[config.mk]
export PLATFORM = sky130hd
export DESIGN_NAME = line_segment_window_clipper_core
export DESIGN_NICKNAME = d
export VERILOG_FILES = /design/src/rtl/lswc_pkg.sv /design/src/rtl/line_segment_window_clipper_core.sv
export SDC_FILE = /design/constraint.sdc
export NUM_CORES = 2
export LEC_CHECK = 0
export ABC_AREA = 0
export BUFFER_PORTS_ARGS = -buffer_cell sky130_fd_sc_hd__buf_2
export CAP_MARGIN = 20
export CORE_ASPECT_RATIO = 0.5
export CORE_UTILIZATION = 55
export CTS_CLUSTER_DIAMETER = 80
export DETAILED_ROUTE_END_ITERATION = 8
export PLACE_DENSITY = 0.78
export REMOVE_ABC_BUFFERS = 1
export SLEW_MARGIN = 20
export SYNTH_ARGS = -nofsm -noshare
export SYNTH_HDL_FRONTEND = slang
export SYNTH_SLANG_ARGS = --single-unit
[constraint.sdc]
create_clock -name clk_i -period 6.4 [get_ports clk_i]
set_input_delay 0.32 -clock clk_i [delete_from_list [all_inputs] [get_ports clk_i]]
set_output_delay 0.32 -clock clk_i [all_outputs]
set_load 0.05 [all_outputs]
[src/rtl/lswc_pkg.sv]
// Shared types and constants of the line segment window clipper.
package lswc_pkg;

  // Sequencer states, one-hot.
  typedef enum logic [5:0] {
    ST_IDLE = 6'b000001,
    ST_CODE = 6'b000010,
    ST_MUL  = 6'b000100,
    ST_DIV  = 6'b001000,
    ST_UPD  = 6'b010000,
    ST_OUT  = 6'b100000
  } state_e;

  // Bit positions inside a 4-bit outcode.
  localparam int unsigned OC_LEFT   = 0;
  localparam int unsigned OC_RIGHT  = 1;
  localparam int unsigned OC_BOTTOM = 2;
  localparam int unsigned OC_TOP    = 3;

  // Configuration register indexes.
  localparam logic [1:0] REG_LEFT   = 2'd0;
  localparam logic [1:0] REG_RIGHT  = 2'd1;
  localparam logic [1:0] REG_TOP    = 2'd2;
  localparam logic [1:0] REG_BOTTOM = 2'd3;

  // Clip steps allowed before a segment is given up as rejected.
  localparam logic [3:0] MAX_STEPS = 4'd8;

  // Window reset values.
  localparam int RST_LEFT   = 100;
  localparam int RST_RIGHT  = 300;
  localparam int RST_TOP    = 100;
  localparam int RST_BOTTOM = 250;

endpackage

[src/rtl/line_segment_window_clipper_core.sv]
// Cohen-Sutherland line clipper with one shared multiplier and a serial divider.
//
// Channel  | Direction | Handshake                    | Contents
// s_axis   | in        | s_axis_tvalid_i/tready_o     | one segment, two endpoints
// m_axis   | out       | m_axis_tvalid_o/tready_i     | visible flag and clipped endpoints
// cfg      | in        | cfg_we_i (no wait)           | window edge registers
//
// Each clip step runs an outcode decision (ST_CODE), one multiply (ST_MUL), a restoring
// divide of one quotient bit per cycle (ST_DIV) and an endpoint update (ST_UPD). After the
// result is loaded from ST_OUT, the sequencer returns to ST_IDLE before the next segment can
// be taken. The number of clip steps is at most 4 for a valid window and never exceeds 8.
// Reset restores the default window and empties the output register. s_axis_tready_o is
// high only while the sequencer is idle; a finished result waits in ST_OUT while the output
// register is still full, and the output register holds its result until it is taken.
module line_segment_window_clipper_core #(
  parameter int COORD_WIDTH = 16
) (
  input  logic                                        clk_i,
  input  logic                                        rst_ni,
  // Configuration write port.
  input  logic                                        cfg_we_i,
  input  logic [1:0]                                  cfg_idx_i,
  input  logic [COORD_WIDTH-1:0]                      cfg_data_i,
  // Input segment: start_x, start_y, end_x, end_y from bit 0 up, zero padded.
  input  logic                                        s_axis_tvalid_i,
  output logic                                        s_axis_tready_o,
  input  logic [((4*COORD_WIDTH+7)/8)*8-1:0]          s_axis_tdata_i,
  // Result: clipped_start_x, clipped_start_y, clipped_end_x, clipped_end_y, zero padded.
  output logic                                        m_axis_tvalid_o,
  input  logic                                        m_axis_tready_i,
  output logic [((4*COORD_WIDTH+7)/8)*8-1:0]          m_axis_tdata_o,
  // Result flag: visible.
  output logic                                        m_axis_tuser_o
);
  import lswc_pkg::*;

  localparam int W      = COORD_WIDTH;
  localparam int DATA_W = ((4*COORD_WIDTH+7)/8)*8;
  localparam int PAD_W  = DATA_W - 4*COORD_WIDTH;
  localparam int CNT_W  = $clog2(COORD_WIDTH+1);

  state_e state_q, state_d;

  logic signed [W-1:0] wl_q, wr_q, wt_q, wb_q;
  logic signed [W-1:0] x0_q, y0_q, x1_q, y1_q;
  logic signed [W-1:0] x0_d, y0_d, x1_d, y1_d;
  logic [3:0]          step_q, step_d;
  logic                vis_q, vis_d;

  // Operands of the current clip step.
  logic                side_q, side_d;    // endpoint being moved: 0 start, 1 end
  logic                fix_x_q, fix_x_d;  // clipping against a vertical edge
  logic [W-1:0]        fix_q, fix_d;
  logic [W-1:0]        base_q, base_d;
  logic                neg_q, neg_d;
  logic                dz_q, dz_d;
  logic [W:0]          md_q, md_d, mn_q, mn_d, mden_q, mden_d;

  // Divider state: remainder and product bits shifted out as quotient bits shift in.
  logic [W:0]          rem_q, rem_d, lo_q, lo_d;
  logic [CNT_W-1:0]    cnt_q, cnt_d;

  logic                out_valid_q, out_valid_d;
  logic                out_vis_q;
  logic [W-1:0]        ox0_q, oy0_q, ox1_q, oy1_q;
  logic                out_load;

  // Outcode and step setup.
  logic [3:0]          c0, c1, csel;
  logic                win_bad;
  logic [W:0]          dx, dy, nl, nr, nb, nt;
  logic [W:0]          delta, num, den;
  logic [2*W+1:0]      prod;
  logic [W+1:0]        trial;
  logic                qbit;
  logic [W:0]          quo;
  logic [W+1:0]        sum;
  logic [W-1:0]        newv, nx, ny;

  always_comb begin
    c0 = '0;
    c1 = '0;
    if (x0_q < wl_q) c0[OC_LEFT] = 1'b1;
    else if (x0_q > wr_q) c0[OC_RIGHT] = 1'b1;
    if (y0_q > wb_q) c0[OC_BOTTOM] = 1'b1;
    else if (y0_q < wt_q) c0[OC_TOP] = 1'b1;
    if (x1_q < wl_q) c1[OC_LEFT] = 1'b1;
    else if (x1_q > wr_q) c1[OC_RIGHT] = 1'b1;
    if (y1_q > wb_q) c1[OC_BOTTOM] = 1'b1;
    else if (y1_q < wt_q) c1[OC_TOP] = 1'b1;
  end

  assign win_bad = (wl_q > wr_q) || (wt_q > wb_q);
  assign csel    = (c0 != '0) ? c0 : c1;

  // Differences carry one extra bit so that they never wrap.
  assign dx = {x1_q[W-1], x1_q} - {x0_q[W-1], x0_q};
  assign dy = {y1_q[W-1], y1_q} - {y0_q[W-1], y0_q};
  assign nl = {wl_q[W-1], wl_q} - {x0_q[W-1], x0_q};
  assign nr = {wr_q[W-1], wr_q} - {x0_q[W-1], x0_q};
  assign nb = {wb_q[W-1], wb_q} - {y0_q[W-1], y0_q};
  assign nt = {wt_q[W-1], wt_q} - {y0_q[W-1], y0_q};

  always_comb begin
    if (csel[OC_LEFT]) begin
      fix_x_d = 1'b1; fix_d = wl_q; base_d = y0_q; delta = dy; num = nl; den = dx;
    end else if (csel[OC_RIGHT]) begin
      fix_x_d = 1'b1; fix_d = wr_q; base_d = y0_q; delta = dy; num = nr; den = dx;
    end else if (csel[OC_BOTTOM]) begin
      fix_x_d = 1'b0; fix_d = wb_q; base_d = x0_q; delta = dx; num = nb; den = dy;
    end else begin
      fix_x_d = 1'b0; fix_d = wt_q; base_d = x0_q; delta = dx; num = nt; den = dy;
    end
    side_d = (c0 == '0);
    neg_d  = delta[W] ^ num[W] ^ den[W];
    dz_d   = (den == '0);
    md_d   = delta[W] ? (~delta + 1'b1) : delta;
    mn_d   = num[W] ? (~num + 1'b1) : num;
    mden_d = den[W] ? (~den + 1'b1) : den;
  end

  // The quotient never exceeds |delta|, so the upper product half is already below
  // the divisor and only COORD_WIDTH+1 quotient bits remain to be found.
  assign prod  = md_q * mn_q;
  assign trial = {rem_q, lo_q[W]};
  assign qbit  = (trial >= {1'b0, mden_q});

  assign quo  = dz_q ? {(W+1){1'b0}} : lo_q;
  assign sum  = neg_q ? ({{2{base_q[W-1]}}, base_q} - {1'b0, quo})
                      : ({{2{base_q[W-1]}}, base_q} + {1'b0, quo});
  assign newv = sum[W-1:0];
  assign nx   = fix_x_q ? fix_q : newv;
  assign ny   = fix_x_q ? newv : fix_q;

  assign out_load = (state_q == ST_OUT) && (!out_valid_q || m_axis_tready_i);

  always_comb begin
    state_d = state_q;
    x0_d    = x0_q;
    y0_d    = y0_q;
    x1_d    = x1_q;
    y1_d    = y1_q;
    step_d  = step_q;
    vis_d   = vis_q;
    rem_d   = rem_q;
    lo_d    = lo_q;
    cnt_d   = cnt_q;
    unique case (state_q)
      ST_IDLE: begin
        if (s_axis_tvalid_i) begin
          x0_d    = s_axis_tdata_i[W-1:0];
          y0_d    = s_axis_tdata_i[2*W-1:W];
          x1_d    = s_axis_tdata_i[3*W-1:2*W];
          y1_d    = s_axis_tdata_i[4*W-1:3*W];
          step_d  = '0;
          state_d = ST_CODE;
        end
      end
      ST_CODE: begin
        if (win_bad || step_q == MAX_STEPS || (c0 & c1) != '0) begin
          vis_d   = 1'b0;
          state_d = ST_OUT;
        end else if ((c0 | c1) == '0) begin
          vis_d   = 1'b1;
          state_d = ST_OUT;
        end else begin
          state_d = ST_MUL;
        end
      end
      ST_MUL: begin
        rem_d   = prod[2*W+1:W+1];
        lo_d    = prod[W:0];
        cnt_d   = '0;
        state_d = ST_DIV;
      end
      ST_DIV: begin
        rem_d = qbit ? (W+1)'(trial - {1'b0, mden_q}) : trial[W:0];
        lo_d  = {lo_q[W-1:0], qbit};
        cnt_d = cnt_q + 1'b1;
        if (cnt_q == CNT_W'(W)) begin
          state_d = ST_UPD;
        end
      end
      ST_UPD: begin
        if (side_q) begin
          x1_d = nx;
          y1_d = ny;
        end else begin
          x0_d = nx;
          y0_d = ny;
        end
        step_d  = step_q + 1'b1;
        state_d = ST_CODE;
      end
      ST_OUT: begin
        if (out_load) begin
          state_d = ST_IDLE;
        end
      end
      default: state_d = ST_IDLE;
    endcase
  end

  always_comb begin
    out_valid_d = out_valid_q;
    if (out_load) begin
      out_valid_d = 1'b1;
    end else if (m_axis_tready_i) begin
      out_valid_d = 1'b0;
    end
  end

  always_ff @(posedge clk_i or negedge rst_ni) begin
    if (!rst_ni) begin
      state_q     <= ST_IDLE;
      out_valid_q <= 1'b0;
      step_q      <= '0;
      cnt_q       <= '0;
      wl_q        <= W'(RST_LEFT);
      wr_q        <= W'(RST_RIGHT);
      wt_q        <= W'(RST_TOP);
      wb_q        <= W'(RST_BOTTOM);
    end else begin
      state_q     <= state_d;
      out_valid_q <= out_valid_d;
      step_q      <= step_d;
      cnt_q       <= cnt_d;
      if (cfg_we_i) begin
        unique case (cfg_idx_i)
          REG_LEFT:   wl_q <= cfg_data_i;
          REG_RIGHT:  wr_q <= cfg_data_i;
          REG_TOP:    wt_q <= cfg_data_i;
          REG_BOTTOM: wb_q <= cfg_data_i;
          default: ;
        endcase
      end
    end
  end

  always_ff @(posedge clk_i) begin
    x0_q  <= x0_d;
    y0_q  <= y0_d;
    x1_q  <= x1_d;
    y1_q  <= y1_d;
    vis_q <= vis_d;
    rem_q <= rem_d;
    lo_q  <= lo_d;
    if (state_q == ST_CODE) begin
      side_q  <= side_d;
      fix_x_q <= fix_x_d;
      fix_q   <= fix_d;
      base_q  <= base_d;
      neg_q   <= neg_d;
      dz_q    <= dz_d;
      md_q    <= md_d;
      mn_q    <= mn_d;
      mden_q  <= mden_d;
    end
    if (out_load) begin
      // A rejected segment reports all coordinates as zero.
      out_vis_q <= vis_q;
      ox0_q     <= vis_q ? x0_q : '0;
      oy0_q     <= vis_q ? y0_q : '0;
      ox1_q     <= vis_q ? x1_q : '0;
      oy1_q     <= vis_q ? y1_q : '0;
    end
  end

  assign s_axis_tready_o = (state_q == ST_IDLE);
  assign m_axis_tvalid_o = out_valid_q;
  assign m_axis_tuser_o  = out_vis_q;
  assign m_axis_tdata_o  = {{PAD_W{1'b0}}, oy1_q, ox1_q, oy0_q, ox0_q};

endmodule
Word level (Yosys, flattened, before mapping)
Cells that the tools add are included.
Word-level totals
  register bits: 331
  input port bits: 87
  output and inout bits: 67
Operators by class
  add/subtract/negate cells: 14
  multipliers: 1
  order comparisons: 11
  equal/unequal tests: 16
  mux-type cells: 60
  bitwise gates (word level): 7
  reductions and logical operators: 25
Operators by type and width (count)
  16-bit 2-to-1 mux: 20
  17-bit 2-to-1 mux: 8
  16-bit case mux with 2 select lines: 4
  16-bit by 16-bit subtractor with 17-bit output: 6
  16-bit greater-than comparator: 6
  17-bit case mux with 2 select lines: 2
  16-bit less-than comparator: 4
  17-bit by 1-bit adder with 17-bit output (second input constant): 3
  17-bit inverter: 3
  6-bit case mux with 6 select lines: 1
  17-bit by 17-bit multiplier with 34-bit output: 1
  6-bit 2-to-1 mux: 5
  18-bit by 17-bit greater-or-equal comparator with 1-bit output: 1
  17-bit logical NOT: 1
  17-bit subtractor: 1
  16-bit adder: 1
  1-bit 2-to-1 mux: 16
  16-bit subtractor: 1
  2-bit AND reduction: 6
  2-bit != test (second input constant): 5
  5-bit case mux with 2 select lines: 1
  3-bit AND reduction: 3
  4-bit logical NOT: 2
  4-bit case mux with 2 select lines: 1
  23 further kinds: 32

Depth between registers and ports, before layout
  word-level depth: 11
  mapped depth: 28
  depth with buffers taken out: 26

Least setup slack after synthesis
Ideal clock, no wire load.
  kind: register to register
  start: register md_q[6]
  end: register rem_q[16] (data pin)
  library setup time: 0.270 ns
  arrival: 6.764 ns
  required time: 6.130 ns
  slack: -0.635 ns
  cell stages (with the launch flop): 26
  path buffers: 1
  cells stage by stage: edfxtp_1 clkbuf_1 and2_1 fa_1 inv_1 fa_1 fa_1 inv_1 fa_1 fa_1 inv_1 fa_1 inv_1 ha_1 and3_1 a221o_1 a21o_1 a21o_1 o211ai_1 a2111oi_0 a211oi_2 o21ai_1 or4_1 a31oi_1 xnor2_1 a21oi_1
Between the ends
  cells in the longest elaborated chain, start to end: 2
Ends and longest elaborated chain
  from (decl): line line_segment_window_clipper_core.sv:57  | logic [W:0] md_q, md_d, mn_q, mn_d, mden_q, mden_d;
  from (signal assigned): line line_segment_window_clipper_core.sv:255  | md_q <= md_d;
  17-bit by 17-bit multiplier with 34-bit output: line line_segment_window_clipper_core.sv:124  | assign prod = md_q * mn_q;
  17-bit case mux with 2 select lines: line line_segment_window_clipper_core.sv:148  | unique case (state_q)
  net rem_d[16]: line line_segment_window_clipper_core.sv:60  | logic [W:0] rem_q, rem_d, lo_q, lo_d;
  to (signal assigned): line line_segment_window_clipper_core.sv:246  | rem_q <= rem_d;
  to (decl): line line_segment_window_clipper_core.sv:60
The timed path passes the listed nets, and every way through them passes these cells.
A chain may end at the register's enable or synchronous reset.

Final worst setup path
  start: register mn_q[5]
  end: register rem_q[16] (data pin)
Between the ends
  cells in the longest elaborated chain, start to end: 2
Ends and longest elaborated chain
  from (decl): line line_segment_window_clipper_core.sv:57
  from (signal assigned): line line_segment_window_clipper_core.sv:256  | mn_q <= mn_d;
  17-bit by 17-bit multiplier with 34-bit output: line line_segment_window_clipper_core.sv:124
  17-bit case mux with 2 select lines: line line_segment_window_clipper_core.sv:148
  net rem_d[16]: line line_segment_window_clipper_core.sv:60
The timed path passes the listed nets, and every way through them passes these cells.

==> reports/metrics.yaml <==
synth:
  synth_ff_type: "edfxtp_1"
  synth_area_per_cell_um2: 9.421
  yosysSeqAreaShare_pct: 28.65
  synth.distinct_cells: 98
  syn-cell-area_mm2: 0.03337
  async_reset_ff_share_pct: 24.17
  yosysWarnings: 0
  yosys-top-cells-area: "edfxtp_1 (23%), fa_1 (14%), ha_1 (13%)"
  synth-edff-count: 251
  syn-instance-count: 3542
  netlist.area_leader.share_pct: 22.59
  ys_ff_latch: 331
  netlist.top_cell.by_area: "edfxtp_1"
timing:
  worst_slew_pin_slew_ns: 1.207
  finalWorstSetupSlack_ns: -0.4968
  period_share_pct: 107.8
  relSlewSlack_pct: 19.56
  hold_viol_final: 0
  final.setup.tns_ns: -2.555
  rsz0062_at_grt: "yes"
  finalMaxSlewViolations: 0
  finalCriticalPeriod_ns: 6.897
  fmax_mhz: 145.0
  finClkSkew_ns: 0.02689
  final-setup-viol-count: 10
final_layout:
  post-route-util_pct: 63.47
  area_growth_pct: 13.35
  drive_gt1_share_pct: 15.58
  nets: 4469
place:
  place_hpwl_um: 82780
  gp_congestion: 1.002
  io_buffers: 153
setup_path:
  path_max_fanout: 5
  reg2reg_from: "mn_q[5]"
  cp_top_family: "adder cells"
  worstRegToRegCells: 25
  critPathKind: "reg -> reg"
  cp-end-kind: "flip-flop"
  critPathRequiredTime_ns: 6.68
  r2r_end: "rem_q[16]"
  cpMostUsedCell: "fa_1"
  worstPathBufferInverterCount: 5
  startpoint_type: "flip-flop"
  cpMaxStageDelayCell: "fa_1"
  reg2reg_slack_ns: -0.50
  arrival_ns: 7.17
  max_stage_delay_ns: 0.55
run:
  cap_viol_max_count: 0
die:
  core_mm2: 0.05959
  die_h_um: 176.2
  ios: 154
  rows: 63
  die_area_mm2: 0.06172
  die-width_um: 350.3
  start_util_pct: 55.99
global_routing:
  antenna_found_initial: 4
  gr-usage-all-layers_pct: 34.09
  grt_overflow_total: 0
  grt_max_degree: 83
  grt_pass1_wl_um: 159600
  grt_pass1_vias: 27870
drt:
  drt_iter0_drc: 2496
  drt_wl_total_um: 104300
  wl_per_cell_um: 22.42
  num_vias: 27760
  firstDrtPassIters: 6
  drc_errors: 0
  ant_nets: 0
  avgViaCountPerCell: 5.968
cts:
  clock-root-buffer: "clkbuf_16"
  cts_buffers: 35
  clockBufferDepth: 3
  path_clk_slew_ns: 0.07
  cts.htree.levels: 2
  clock_latency_ns: 0.56
  cts_tree: "built"
  cts.sinks: 331
hold_path:
  hold_class: "in -> reg"
  min-delay-start: "cfg_data_i[8]"
  min_to: "wl_q[8]"
  holdPathStages: 3
run_status:
  run_status: "complete, but fails checks"
  violations: "setup timing"
## repair_timing
| item | in CTS | in global routing |
|---|---|---|
| hold buffers | 3 | 0 |
| pin swaps | 89 | 28 |
| setup buffers | 20 | 4 |
| gates resized for setup | 72 | 22 |
| setup endpoints to repair | 17 | 16 |
| endpoints found under the hold margin | 21 | 0 |
| gates cloned | 2 | 0 |
## tightest hold or removal path, delay by kind of cell
| family | cells | cell delay [ns] |
|---|---|---|
| buffers and inverters | 1 | 0.11 |
| AO/OA/AOI/OAI | 1 | 0.06 |
| AND/OR/NAND/NOR | 1 | 0.05 |
## stage by stage
stage,hold slack (ns),std cells,cell area (µm²),setup slack (ns)
after floorplan,0.02441,3424,32880,-0.5941
after global placement,0.2261,4556,36060,-0.7557
after detailed placement,0.2294,4557,36060,-0.7426
after CTS,0.007461,4643,37630,-0.3894
after global routing,0.03681,4650,37820,-0.7214
final,0.02231,4651,37820,-0.4968
## cell type report
cell class | count | area (µm²)
Multi-Input combinational cell | 2634 | 21980
Clock buffer | 47 | 962.2
Antenna cell | 1 | 2.502
Sequential cell | 331 | 9560
Timing Repair Buffer | 350 | 2372
Inverter | 459 | 1727
Clock inverter | 17 | 200.2
Fill cell | 4939 | 21770
Tap cell | 812 | 1016
## cells in the mapped netlist (all sizes together), types with 45 or more instances
master / n
mux2: 55
dfrtp: 63
inv: 458
o21ai: 181
nand2: 351
a21o: 74
ha: 339
fa: 232
xor2: 68
xnor2: 103
nor2: 212
clkbuf: 94
and2: 206
o21a: 56
mux2i: 67
nor3: 45
edfxtp: 251
a21oi: 176
## state kept, by name (all words and copies together), names as in the netlist, 17 cells and up
name	cells
lo_q	17
md_q	17
mden_q	17
mn_q	17
rem_q	17
## worst max path at each step
stage	endpoint	startpoint	slack [ns]	cells after the start
floorplan	rem_q[16]	md_q[7]	-0.59	24
global placement	rem_q[16]	mn_q[7]	-0.76	24
detailed placement	rem_q[16]	md_q[5]	-0.74	24
CTS	rem_q[16]	mn_q[7]	-0.39	24
global route	rem_q[16]	mn_q[5]	-0.72	25
finish	rem_q[16]	mn_q[5]	-0.50	25
## cells in the final DEF, fill, tap and decap left out, types with 30 or more instances in the layout
| cell | n |
|---|---|
| mux2i_1 | 66 |
| xor2_1 | 67 |
| buf_4 | 173 |
| nor3_1 | 42 |
| edfxtp_1 | 251 |
| o21a_1 | 56 |
| nand2_1 | 349 |
| ha_1 | 329 |
| a211oi_1 | 30 |
| o21ai_0 | 163 |
| a21oi_1 | 170 |
| a21o_1 | 74 |
| fa_1 | 220 |
| nor2b_1 | 40 |
| nand2b_1 | 36 |
| nor2_1 | 207 |
| clkbuf_16 | 36 |
| inv_1 | 445 |
| nand3_1 | 38 |
| xnor2_1 | 100 |
| and2_1 | 198 |
| mux2_2 | 55 |
| dfrtp_1 | 63 |
| buf_2 | 155 |
## logic make-up (layout without fill, tap and decap cells)
group	count (synthesis)	in the layout	share of synthesized area (%)
and+or+nand+nor	1057	1057	15.83
AOI/OAI and AO/OA	713	713	13.90
buffers and inverters	577	873	6.626
other	0	1	0
adders and majority gates	571	571	26.63
muxes	122	122	3.877
DFF	331	331	28.65
xor gates and xnor gates	171	171	4.488
## routing by layer
layer  up-vias  GRT usage [%]  wire [µm]
met2      1215          55.09      47220
met3       221          6.574      10290
met4         2          11.39       3632
li1      12680              -          -
met5         -              0         13
met1     13640          46.16      43100
Power is left out: the tool's default activity adds up to more than one toggle a clock period on the data nets, which glitch-free logic cannot reach.
